## src/rtl/core/scw_pkg.sv

```systemverilog
// ----------------------------------------------------------------------------
// scw_pkg: shared types and constants for the steering command watchdog
// Item kinds, configuration register indexes and field widths.
// ----------------------------------------------------------------------------
`default_nettype none

package scw_pkg;

  localparam int ANGLE_W = 16;
  localparam int MS_W    = 16;
  localparam int FUNC_W  = 2;
  localparam int CFG_IDX_W = 3;

  typedef logic signed [ANGLE_W-1:0] angle_t;
  typedef logic        [MS_W-1:0]    ms_t;

  typedef enum logic [FUNC_W-1:0] {
    FUNC_TICK = 2'd0,
    FUNC_CMD  = 2'd1,
    FUNC_POLL = 2'd2
  } func_t;

  localparam logic [CFG_IDX_W-1:0] CFG_MIN_ANGLE     = 3'd0;
  localparam logic [CFG_IDX_W-1:0] CFG_MAX_ANGLE     = 3'd1;
  localparam logic [CFG_IDX_W-1:0] CFG_TIMEOUT_MS    = 3'd2;
  localparam logic [CFG_IDX_W-1:0] CFG_RECOVER_MS    = 3'd3;
  localparam logic [CFG_IDX_W-1:0] CFG_REPORT_PERIOD = 3'd4;

endpackage

`default_nettype wire

```

## src/rtl/core/steering_command_watchdog.sv

```systemverilog
// ----------------------------------------------------------------------------
// steering_command_watchdog: steering position with command-timeout guard
//
// Input channel (in_valid/in_ready) takes one beat per item: a millisecond
// tick, a steering command carrying in_angle, or a poll. Only a poll gives a
// result beat on the output channel (out_valid/out_ready) with the clamped
// position, the report flag and the timeout and recovery mode flags.
// An accepted beat lands in an input register; from there its state update
// is applied and, for a poll, the result register is loaded once free, so a
// result passes the input register and then the result register before its
// beat can be taken. Throughput is one item per cycle as long as no
// poll waits on the result register; back-to-back items see each other's
// effects. When the receiver stalls, a waiting poll holds in the input
// register behind the result register and in_ready drops; ticks and
// commands keep flowing while the result register is occupied only until a
// poll reaches the input register. The cfg channel is always ready and
// writes are expected only while the block is idle. Synchronous reset
// empties both registers, clears all counters and watchdog angles, leaves both
// modes off and loads the limit and period registers with their defaults.
// ----------------------------------------------------------------------------
`default_nettype none

module steering_command_watchdog #(
  parameter int COUNTER_BITS = 17
) (
  input  wire logic                                   clk,
  input  wire logic                                   rst_n,
  input  wire logic                                   in_valid,
  output logic                                        in_ready,
  input  wire logic [scw_pkg::FUNC_W-1:0]             in_func,
  input  wire logic signed [scw_pkg::ANGLE_W-1:0]     in_angle,
  output logic                                        out_valid,
  input  wire logic                                   out_ready,
  output logic signed [scw_pkg::ANGLE_W-1:0]          out_position,
  output logic                                        out_report,
  output logic                                        out_timed_out,
  output logic                                        out_recovering,
  input  wire logic                                   cfg_valid,
  output logic                                        cfg_ready,
  input  wire logic [scw_pkg::CFG_IDX_W-1:0]          cfg_index,
  input  wire logic [scw_pkg::MS_W-1:0]               cfg_data
);

  typedef logic [COUNTER_BITS-1:0] cnt_t;

  localparam cnt_t CNT_ONE = cnt_t'(1);
  localparam cnt_t CNT_MAX = '1;

  // configuration
  scw_pkg::angle_t min_angle_r, max_angle_r;
  scw_pkg::ms_t    timeout_ms_r, recover_ms_r, report_period_r;

  // input register
  logic                       stg_valid_r;
  logic [scw_pkg::FUNC_W-1:0] stg_func_r;
  scw_pkg::angle_t            stg_angle_r;

  // watchdog state
  scw_pkg::angle_t target_r, target_nxt;
  scw_pkg::angle_t pending_r, pending_nxt;
  scw_pkg::angle_t current_r, current_nxt;
  logic            timeout_r, timeout_nxt;
  logic            recovery_r, recovery_nxt;
  cnt_t            cmd_cnt_r, cmd_cnt_nxt;
  cnt_t            rec_cnt_r, rec_cnt_nxt;
  cnt_t            rpt_cnt_r, rpt_cnt_nxt;

  // result register
  logic            out_valid_r, out_valid_nxt;
  scw_pkg::angle_t out_position_r;
  logic            out_report_r, out_timed_out_r, out_recovering_r;
  logic            res_report;

  logic            out_free, stg_go, stg_fire, stg_ready, poll_fire;
  scw_pkg::angle_t tgt_sel, lo_lim;
  cnt_t            timeout_ext, recover_ext, report_ext;

  assign out_free  = !out_valid_r || out_ready;
  assign stg_go    = (stg_func_r != scw_pkg::FUNC_POLL) || out_free;
  assign stg_fire  = stg_valid_r && stg_go;
  assign stg_ready = !stg_valid_r || stg_go;
  assign poll_fire = stg_fire && (stg_func_r == scw_pkg::FUNC_POLL);

  assign in_ready  = stg_ready;
  assign cfg_ready = 1'b1;

  assign timeout_ext = cnt_t'(timeout_ms_r);
  assign recover_ext = cnt_t'(recover_ms_r);
  assign report_ext  = cnt_t'(report_period_r);

  always_ff @(posedge clk) begin
    if (!rst_n) begin
      min_angle_r     <= scw_pkg::angle_t'(-32768);
      max_angle_r     <= scw_pkg::angle_t'(32767);
      timeout_ms_r    <= scw_pkg::ms_t'(100);
      recover_ms_r    <= scw_pkg::ms_t'(100);
      report_period_r <= scw_pkg::ms_t'(100);
    end else if (cfg_valid) begin
      case (cfg_index)
        scw_pkg::CFG_MIN_ANGLE:     min_angle_r     <= scw_pkg::angle_t'(cfg_data);
        scw_pkg::CFG_MAX_ANGLE:     max_angle_r     <= scw_pkg::angle_t'(cfg_data);
        scw_pkg::CFG_TIMEOUT_MS:    timeout_ms_r    <= cfg_data;
        scw_pkg::CFG_RECOVER_MS:    recover_ms_r    <= cfg_data;
        scw_pkg::CFG_REPORT_PERIOD: report_period_r <= cfg_data;
        default: ;
      endcase
    end
  end

  always_ff @(posedge clk) begin
    if (!rst_n) begin
      stg_valid_r <= 1'b0;
    end else if (stg_ready) begin
      stg_valid_r <= in_valid;
    end
  end

  always_ff @(posedge clk) begin
    if (stg_ready && in_valid) begin
      stg_func_r  <= in_func;
      stg_angle_r <= in_angle;
    end
  end

  always_comb begin
    target_nxt   = target_r;
    pending_nxt  = pending_r;
    current_nxt  = current_r;
    timeout_nxt  = timeout_r;
    recovery_nxt = recovery_r;
    cmd_cnt_nxt  = cmd_cnt_r;
    rec_cnt_nxt  = rec_cnt_r;
    rpt_cnt_nxt  = rpt_cnt_r;
    res_report   = 1'b0;
    tgt_sel      = target_r;
    lo_lim       = (min_angle_r > max_angle_r) ? max_angle_r : min_angle_r;

    if (stg_fire) begin
      case (stg_func_r)
        scw_pkg::FUNC_TICK: begin
          cmd_cnt_nxt = (cmd_cnt_r == CNT_MAX) ? cmd_cnt_r : cmd_cnt_r + CNT_ONE;
          rec_cnt_nxt = (rec_cnt_r == CNT_MAX) ? rec_cnt_r : rec_cnt_r + CNT_ONE;
          rpt_cnt_nxt = (rpt_cnt_r == CNT_MAX) ? rpt_cnt_r : rpt_cnt_r + CNT_ONE;
        end
        scw_pkg::FUNC_CMD: begin
          cmd_cnt_nxt = '0;
          pending_nxt = stg_angle_r;
          if (timeout_r) begin
            if (!recovery_r) begin
              recovery_nxt = 1'b1;
              rec_cnt_nxt  = '0;
            end
          end else begin
            target_nxt = stg_angle_r;
          end
        end
        scw_pkg::FUNC_POLL: begin
          if (!timeout_r) begin
            if (cmd_cnt_r > timeout_ext) begin
              timeout_nxt  = 1'b1;
              recovery_nxt = 1'b0;
              tgt_sel      = current_r;
            end
          end else if (recovery_r) begin
            if (cmd_cnt_r > recover_ext) begin
              recovery_nxt = 1'b0;
            end else if (rec_cnt_r >= recover_ext) begin
              timeout_nxt  = 1'b0;
              recovery_nxt = 1'b0;
              tgt_sel      = pending_r;
            end
          end
          target_nxt = tgt_sel;
          // clamp: lower limit first, upper limit wins
          if (tgt_sel < lo_lim) begin
            current_nxt = lo_lim;
          end else begin
            current_nxt = tgt_sel;
          end
          if (current_nxt > max_angle_r) begin
            current_nxt = max_angle_r;
          end
          if ((report_period_r != '0) && (rpt_cnt_r >= report_ext)) begin
            res_report  = 1'b1;
            rpt_cnt_nxt = '0;
          end
        end
        default: ;
      endcase
    end
  end

  always_ff @(posedge clk) begin
    if (!rst_n) begin
      target_r   <= '0;
      pending_r  <= '0;
      current_r  <= '0;
      timeout_r  <= 1'b0;
      recovery_r <= 1'b0;
      cmd_cnt_r  <= '0;
      rec_cnt_r  <= '0;
      rpt_cnt_r  <= '0;
    end else begin
      target_r   <= target_nxt;
      pending_r  <= pending_nxt;
      current_r  <= current_nxt;
      timeout_r  <= timeout_nxt;
      recovery_r <= recovery_nxt;
      cmd_cnt_r  <= cmd_cnt_nxt;
      rec_cnt_r  <= rec_cnt_nxt;
      rpt_cnt_r  <= rpt_cnt_nxt;
    end
  end

  always_comb begin
    if (poll_fire) begin
      out_valid_nxt = 1'b1;
    end else if (out_ready) begin
      out_valid_nxt = 1'b0;
    end else begin
      out_valid_nxt = out_valid_r;
    end
  end

  always_ff @(posedge clk) begin
    if (!rst_n) begin
      out_valid_r <= 1'b0;
    end else begin
      out_valid_r <= out_valid_nxt;
    end
  end

  always_ff @(posedge clk) begin
    if (poll_fire) begin
      out_position_r   <= current_nxt;
      out_report_r     <= res_report;
      out_timed_out_r  <= timeout_nxt;
      out_recovering_r <= recovery_nxt;
    end
  end

  assign out_valid      = out_valid_r;
  assign out_position   = out_position_r;
  assign out_report     = out_report_r;
  assign out_timed_out  = out_timed_out_r;
  assign out_recovering = out_recovering_r;

endmodule

`default_nettype wire

```

## config.mk

```make
export PLATFORM = sky130hd
export DESIGN_NAME = steering_command_watchdog
export DESIGN_NICKNAME = d
export VERILOG_FILES = /design/src/rtl/core/scw_pkg.sv /design/src/rtl/core/steering_command_watchdog.sv
export SDC_FILE = /design/constraint.sdc
export NUM_CORES = 1
export LEC_CHECK = 0
export BUFFER_PORTS_ARGS = -buffer_cell sky130_fd_sc_hd__buf_4
export CORE_MARGIN = 4
export CORE_UTILIZATION = 35
export DETAILED_ROUTE_END_ITERATION = 6
export PLACE_DENSITY_LB_ADDON = 0.05
export SLEW_MARGIN = 20
export SYNTH_ARGS = -nofsm -noshare
export SYNTH_HDL_FRONTEND = slang
export SYNTH_SLANG_ARGS = --single-unit
```

## constraint.sdc

```tcl
create_clock -name clk -period 10.8 [get_ports clk]
set_input_delay 0 -clock clk [delete_from_list [all_inputs] [get_ports clk]]
set_output_delay 0 -clock clk [all_outputs]
set_load 0.1 [all_outputs]
```

Yosys cells after proc, flatten, opt, wreduce, memory -nomap -nowiden
Cells that the tools add are included.
{ "classes": {"magnitude_cmp": 7, "n_eq_ne": 17, "n_reduce_logical": 27, "mux": 42, "add_sub_neg": 3} }
{ "op_table": {"columns": ["cell", "n"], "rows": [
  ["16-bit two-way mux", 15],
  ["17-bit two-way mux", 6],
  ["17-bit case mux with 2 select lines", 3],
  ["17-bit by 1-bit adder with 17-bit output (second input constant)", 3],
  ["17-bit equality test (second input constant)", 3],
  ["17-bit by 16-bit >= comparator with 1-bit output", 2],
  ["17-bit by 16-bit greater-than comparator with 1-bit output", 2],
  ["16-bit greater-than comparator", 2],
  ["16-bit case mux with 2 select lines", 1],
  ["16-bit less-than comparator", 1],
  ["1-bit two-way mux", 16],
  ["16-bit nonzero test", 1],
  ["2-bit != test (second input constant)", 7],
  ["2-bit AND reduction", 7],
  ["2-bit nonzero test", 4],
  ["3-bit by 2-bit equality test with 1-bit output (second input constant)", 2],
  ["3-bit AND reduction", 2],
  ["5-bit AND reduction", 1],
  ["1-bit logical AND", 4],
  ["4-bit AND reduction", 1],
  ["3-bit by 1-bit equality test with 1-bit output (second input constant)", 1],
  ["3-bit equality test (second input constant)", 1],
  ["3-bit zero test", 1],
  ["1-bit logical OR", 3],
  ["other kinds (6)", 7]
]} }
{ "word_totals": {"input_bits": 42, "out_inout_bits": 22, "ff_bits": 220, "wordCells": 117} }

Longest topological paths before layout
{ "logic_depth": {"depth_word": 15, "mapped_depth": 34, "depth_no_buf": 30} }

Worst setup path before layout
No wires, ideal clock.
{ "synth_path": {"path_type": "flip-flop to flip-flop", "startpoint": "register recover_ms_r[15]", "endpoint": "register out_position_r[11] (netlist: out_position[11]), data pin", "slack_ps": 4022, "required_time_ps": 10541, "setup_ps": 259, "path_stages_with_launch": 33, "t_arrival_ps": 6519, "n_path_buf": 4, "period_less_slack_ps": 6778, "path_cell_list": "dfxtp_1 -> inv_1 -> ha_1 -> nand4b_4 -> or4_4 -> a31o_1 -> a31o_2 -> nand3_4 -> buf_1 -> o22ai_1 -> nor2_1 -> ha_1 -> a21o_1 -> a21o_1 -> a21oi_1 -> o31a_1 -> o2111ai_1 -> o21a_1 -> a311oi_4 -> buf_8 -> mux2_4 -> ha_1 -> o21a_1 -> o21a_1 -> o21ai_0 -> o2bb2ai_1 -> o21ai_0 -> mux2i_1 -> or2_2 -> clkbuf_1 -> clkbuf_1 -> nand2_1 -> o221a_2"} }
{ "synth_via": {"elab_chain_len": 15, "word_cells_on_any_way": 16, "cone_classes": "order compare: 4; mux: 12"} }
{ "synth_rtl": {"columns": ["item", "line_no", "source"], "rows": [
  ["start: declaration", "steering_command_watchdog.sv:51", "scw_pkg::ms_t timeout_ms_r, recover_ms_r, report_period_r;"],
  ["start signal: assignment", "steering_command_watchdog.sv:96", "recover_ms_r <= scw_pkg::ms_t'(100);"],
  ["start signal: assignment", "steering_command_watchdog.sv:103", "scw_pkg::CFG_RECOVER_MS: recover_ms_r <= cfg_data;"],
  ["17-bit by 16-bit >= comparator with 1-bit output", "steering_command_watchdog.sv:167", "end else if (rec_cnt_r >= recover_ext) begin"],
  ["16-bit two-way mux", "steering_command_watchdog.sv:167", null],
  ["16-bit two-way mux (*)", "steering_command_watchdog.sv:165", "if (cmd_cnt_r > recover_ext) begin"],
  ["16-bit two-way mux (*)", "steering_command_watchdog.sv:164", "end else if (recovery_r) begin"],
  ["16-bit two-way mux (*)", "steering_command_watchdog.sv:158", "if (!timeout_r) begin"],
  ["16-bit two-way mux (*)", "steering_command_watchdog.sv:139", "case (stg_func_r)"],
  ["16-bit two-way mux (*)", "steering_command_watchdog.sv:138", "if (stg_fire) begin"],
  ["16-bit less-than comparator", "steering_command_watchdog.sv:175", "if (tgt_sel < lo_lim) begin"],
  ["16-bit two-way mux (*)", "steering_command_watchdog.sv:175", null],
  ["16-bit two-way mux (*)", "steering_command_watchdog.sv:139", null],
  ["16-bit two-way mux (*)", "steering_command_watchdog.sv:138", null],
  ["16-bit greater-than comparator", "steering_command_watchdog.sv:180", "if (current_nxt > max_angle_r) begin"],
  ["16-bit two-way mux (*)", "steering_command_watchdog.sv:180", null],
  ["16-bit two-way mux (*)", "steering_command_watchdog.sv:139", null],
  ["16-bit two-way mux (*)", "steering_command_watchdog.sv:138", null],
  ["named net current_nxt[11]", "steering_command_watchdog.sv:61", "scw_pkg::angle_t current_r, current_nxt;"],
  ["end signal: assignment", "steering_command_watchdog.sv:235", "out_position_r <= current_nxt;"],
  ["end: declaration", "steering_command_watchdog.sv:70", "scw_pkg::angle_t out_position_r;"]
]} }
Mark *: on every way through the listed nets, which the timed path passes. The rest lies on a longest branch. The select of a mux whose other input is x is not followed.
A chain may end at the register's enable or synchronous reset.

Worst setup path after layout
{ "layout_path": {"startpoint": "register cmd_cnt_r[7]", "endpoint": "register out_position_r[1] (netlist: out_position[1]), data pin"} }
{ "layout_via": {"elab_chain_len": 14, "word_cells_on_any_way": 16, "cone_classes": "order compare: 4; mux: 12"} }
{ "layout_rtl": {"columns": ["item", "line_no", "source"], "rows": [
  ["start: declaration", "steering_command_watchdog.sv:64", "cnt_t cmd_cnt_r, cmd_cnt_nxt;"],
  ["start signal: assignment", "steering_command_watchdog.sv:209", "cmd_cnt_r <= cmd_cnt_nxt;"],
  ["17-bit by 16-bit greater-than comparator with 1-bit output", "steering_command_watchdog.sv:165", null],
  ["16-bit two-way mux", "steering_command_watchdog.sv:165", null],
  ["16-bit two-way mux", "steering_command_watchdog.sv:164", null],
  ["16-bit two-way mux (*)", "steering_command_watchdog.sv:158", null],
  ["16-bit two-way mux (*)", "steering_command_watchdog.sv:139", null],
  ["16-bit two-way mux (*)", "steering_command_watchdog.sv:138", null],
  ["16-bit less-than comparator", "steering_command_watchdog.sv:175", null],
  ["16-bit two-way mux (*)", "steering_command_watchdog.sv:175", null],
  ["16-bit two-way mux (*)", "steering_command_watchdog.sv:139", null],
  ["16-bit two-way mux (*)", "steering_command_watchdog.sv:138", null],
  ["16-bit greater-than comparator", "steering_command_watchdog.sv:180", null],
  ["16-bit two-way mux (*)", "steering_command_watchdog.sv:180", null],
  ["16-bit two-way mux (*)", "steering_command_watchdog.sv:139", null],
  ["16-bit two-way mux (*)", "steering_command_watchdog.sv:138", null],
  ["named net current_nxt[1]", "steering_command_watchdog.sv:61", null]
]} }
Marked as above.

==> flow_metrics.env <==
export IMPL_maxSlewHeadroom_pct=28.7
export IMPL_path_max_fanout=19
export IMPL_tns_ns=0
export IMPL_peakVddDrop_v=0.000109
export IMPL_fin_skew_ns=0.00960
export IMPL_drive_gt1_share_pct=10.3
export IMPL_ioPinCount=64
export IMPL_crit_type="reg2reg"
export IMPL_arrival_ns=8.60
export IMPL_cts_resized=0
export IMPL_synth_area_per_cell_sq_um=8.43
export IMPL_status="complete, no violations"
export IMPL_setup_viol=0
export IMPL_synthCells=1465
export IMPL_max_cap_viol_count=0
export IMPL_synth_distinct_cells=76
export IMPL_grt_overflow=0
export IMPL_die_w_microns=196
export IMPL_path_buf_inv=1
export IMPL_hold_class="in2reg"
export IMPL_synth_edff_count=37
export IMPL_syn_num_nets=1626
export IMPL_viasPerCell=5.24
export IMPL_holdPathEnd="max_angle_r[0]"
export IMPL_ctsRootBufferMaster="clkbuf_16"
export IMPL_num_vias=10551
export IMPL_ys_seq_elements=220
export IMPL_clock_latency_ns=0.54
export IMPL_min_period_ns=8.32
export IMPL_path_clk_slew_ns=0.06
export IMPL_p_total_uw=2080
export IMPL_slowest_stage="a311oi_4"
export IMPL_drc_errors=0
export IMPL_synth_warnings=0
export IMPL_dieArea_sq_um=38400
export IMPL_synthTopCellsByArea="dfxtp_1 30%, ha_1 12%, edfxtp_1 9.0%"
export IMPL_coreArea_sq_um=34700
export IMPL_syn_cell_area_sq_um=12300
export IMPL_cellLeakagePower_uw=0.00589
export IMPL_antenna_found_initial=0
export IMPL_die_h_microns=196
export IMPL_route_final_wire_length_microns=38800
export IMPL_dp_hpwl_microns=28100
export IMPL_whs_ns=0.116
export IMPL_wl_per_cell_microns=19.2
export IMPL_rsz0062_at_grt="no"
export IMPL_r2r_start="cmd_cnt_r[7]"
export IMPL_drtPass1Iterations=5
export IMPL_drt_initial_drc_count=519
export IMPL_port_buffer_count=62
export IMPL_initial_core_util_pct=35.6
export IMPL_synth_top_flop_cell="dfxtp_1"
export IMPL_final_hold_viol_count=0
export IMPL_rr_endpoint="out_position[1]"
export IMPL_routabilityCongestion=0.845
export IMPL_max_freq_mhz=120
export IMPL_powerDensity_nw_per_um2=143
export IMPL_final_period_utilization_pct=77.0
export IMPL_worst_endpoint_required_ns=11.08
export IMPL_synth_seq_area_share_pct=38.7
export IMPL_slew_violations=0
export IMPL_fill_cells=3500
export IMPL_nets=1700
export IMPL_cp_start_kind="register"
export IMPL_min_from="cfg_index[2]"
export IMPL_synth_top_area_share_pct=29.7
export IMPL_antenna_cells=0
export IMPL_grt_pass1_vias=10007
export IMPL_grt_pass1_wl_microns=59500
export IMPL_ff2ff_path_depth=28
export IMPL_cts_tree="built"
export IMPL_core_rowCount=68
export IMPL_critPathMaxStageDelay_ns=0.89
export IMPL_syn2layout_area_growth_pct=17.8
export IMPL_cts_buffers=27
export IMPL_holdPathStages=6
export IMPL_ant_nets=0
export IMPL_design_area_sq_um=14500
export IMPL_synth_async_sr_flop_share_pct=0
export IMPL_synth_top_area_cell="dfxtp_1"
export IMPL_regToRegSetupSlack_ns=2.48
export IMPL_place_area_sq_um=13200
export IMPL_grt_max_degree=76
export IMPL_worst_pin_slew_ns=1.07
export IMPL_cts_sink_count=220
export IMPL_critPathCaptureType="register"
export IMPL_grtUsageTotal_pct=19.6
export IMPL_clk_path_buf_depth=3
export IMPL_htree_levels=1
export IMPL_critPathTopFamily="compound AO/OA/AOI/OAI gates"
## metrics by stage
step,util [%],setup WS (ns),instances
final,41.9,2.48,2015
after global routing,41.9,1.72,2015
after CTS,41.9,2.50,2015
after detailed placement,38.1,2.55,1925
after global placement,38.1,2.66,1925
after floorplan,-,4.02,1465
## worst reg2reg max path: cells and delay by family (launching register included)
kind                       cells  cell delay (ns)
AOI/OAI and AO/OA             17             4.07
adders and majority gates      3             0.91
buffers and inverters          1             0.39
DFF                            1             0.47
muxes                          2             0.54
and+or+nand+nor                5             1.68
## per-layer routing
| metal | vias up | wire, microns | track usage [%] |
|---|---|---|---|
| li1 | 5323 | - | - |
| met1 | 4974 | 20100 | 30.3 |
| met2 | 213 | 16500 | 29.6 |
| met3 | 41 | 1460 | 2.08 |
| met4 | 0 | 721 | 3.67 |
| met5 | - | 0 | 0 |
## final cells by class
class,count,area (sq um),share of cell area (%)
clock buffers,34,742,5.10
clock inverters,16,158,1.08
inverters,96,362,2.49
multi-input cells,1081,6990,48.1
flip-flops and latches,220,4770,32.8
well taps,455,569,3.91
repair buffers,113,948,6.52
## cells in the mapped netlist, drive strengths merged, types with 5 or more instances
cell and number:
o31ai 5, o221a 15, dfxtp 183, buf 10
nand3 24, a31oi 5, clkbuf 58, a21oi 132
and3 16, and4 7, nor2b 6, and2 9
xor2 24, or3 12, o211ai 30, nand2 272
mux2i 19, a211oi 21, ha 119, a21o 23
nand4 21, o21a 20, nor2 124, nand2b 5
edfxtp 37, nor3 14, o311ai 7, o22ai 15
mux2 16, xnor2 10, inv 95, nor4 8
o21ai 55
## where the power goes
group          switching (uW)  leakage (uW)  internal [uW]
registers                16.0       0.00183            855
clock network             373      0.000443            556
logic                     182       0.00362           96.4
total                     570       0.00589           1510
## layout by cell type (no fill, tap or decap), types with 10 or more instances in the layout
| master | netlist | final |
|---|---|---|
| a211oi_1 | 21 | 20 |
| a21o_1 | 23 | 23 |
| a21oi_1 | 132 | 132 |
| and3_1 | 16 | 16 |
| buf_4 | 1 | 73 |
| clkbuf_16 | 0 | 27 |
| dfxtp_1 | 183 | 183 |
| dlygate4sd3_1 | 0 | 40 |
| edfxtp_1 | 37 | 37 |
| ha_1 | 119 | 119 |
| inv_1 | 94 | 94 |
| mux2_4 | 10 | 10 |
| mux2i_1 | 19 | 19 |
| nand2_1 | 272 | 272 |
| nand3_1 | 23 | 23 |
| nand4_1 | 21 | 21 |
| nor2_1 | 124 | 123 |
| nor3_1 | 13 | 13 |
| o211ai_1 | 30 | 30 |
| o21a_1 | 20 | 20 |
| o21ai_0 | 55 | 54 |
| o221a_2 | 11 | 11 |
| o22ai_1 | 15 | 15 |
| or3_1 | 12 | 12 |
| xnor2_1 | 10 | 10 |
| xor2_1 | 24 | 24 |
## repair_timing
item	4_1_cts	5_1_grt
endpoints found under the hold margin	101	0
hold buffers	40	0
setup buffers	0	0
## registers in the layout, indices dropped and copies added, names as in the netlist, 2 cells and up
signal	cells
cmd_cnt_r	17
current_r	16
max_angle_r	16
min_angle_r	16
out_position	16
pending_r	16
rec_cnt_r	17
recover_ms_r	16
report_period_r	16
rpt_cnt_r	17
stg_angle_r	16
stg_func_r	2
target_r	16
timeout_ms_r	16
## cell families after synthesis
group           after synthesis  share of synthesized area, %
compound gates              357                          19.1
xor+xnor                     34                          2.41
fa+ha+maj                   119                          12.1
buf+inv                     164                          5.11
flops                       220                          38.7
mux                          35                          3.30
other cells                   1                        0.0304
simple gates                535                          19.4
## how the worst max path moves through the flow
stage,depth (start not counted),endpoint,from,slack [ns]
floorplan,32,out_position[11],recover_ms_r[15],4.02
global route,27,out_position[1],cmd_cnt_r[6],1.72
global placement,28,out_position[1],cmd_cnt_r[7],2.66
finish,28,out_position[1],cmd_cnt_r[7],2.48
CTS,28,out_position[1],cmd_cnt_r[7],2.50
detailed placement,28,out_position[1],cmd_cnt_r[7],2.55
(Power assumes the default switching activity.)
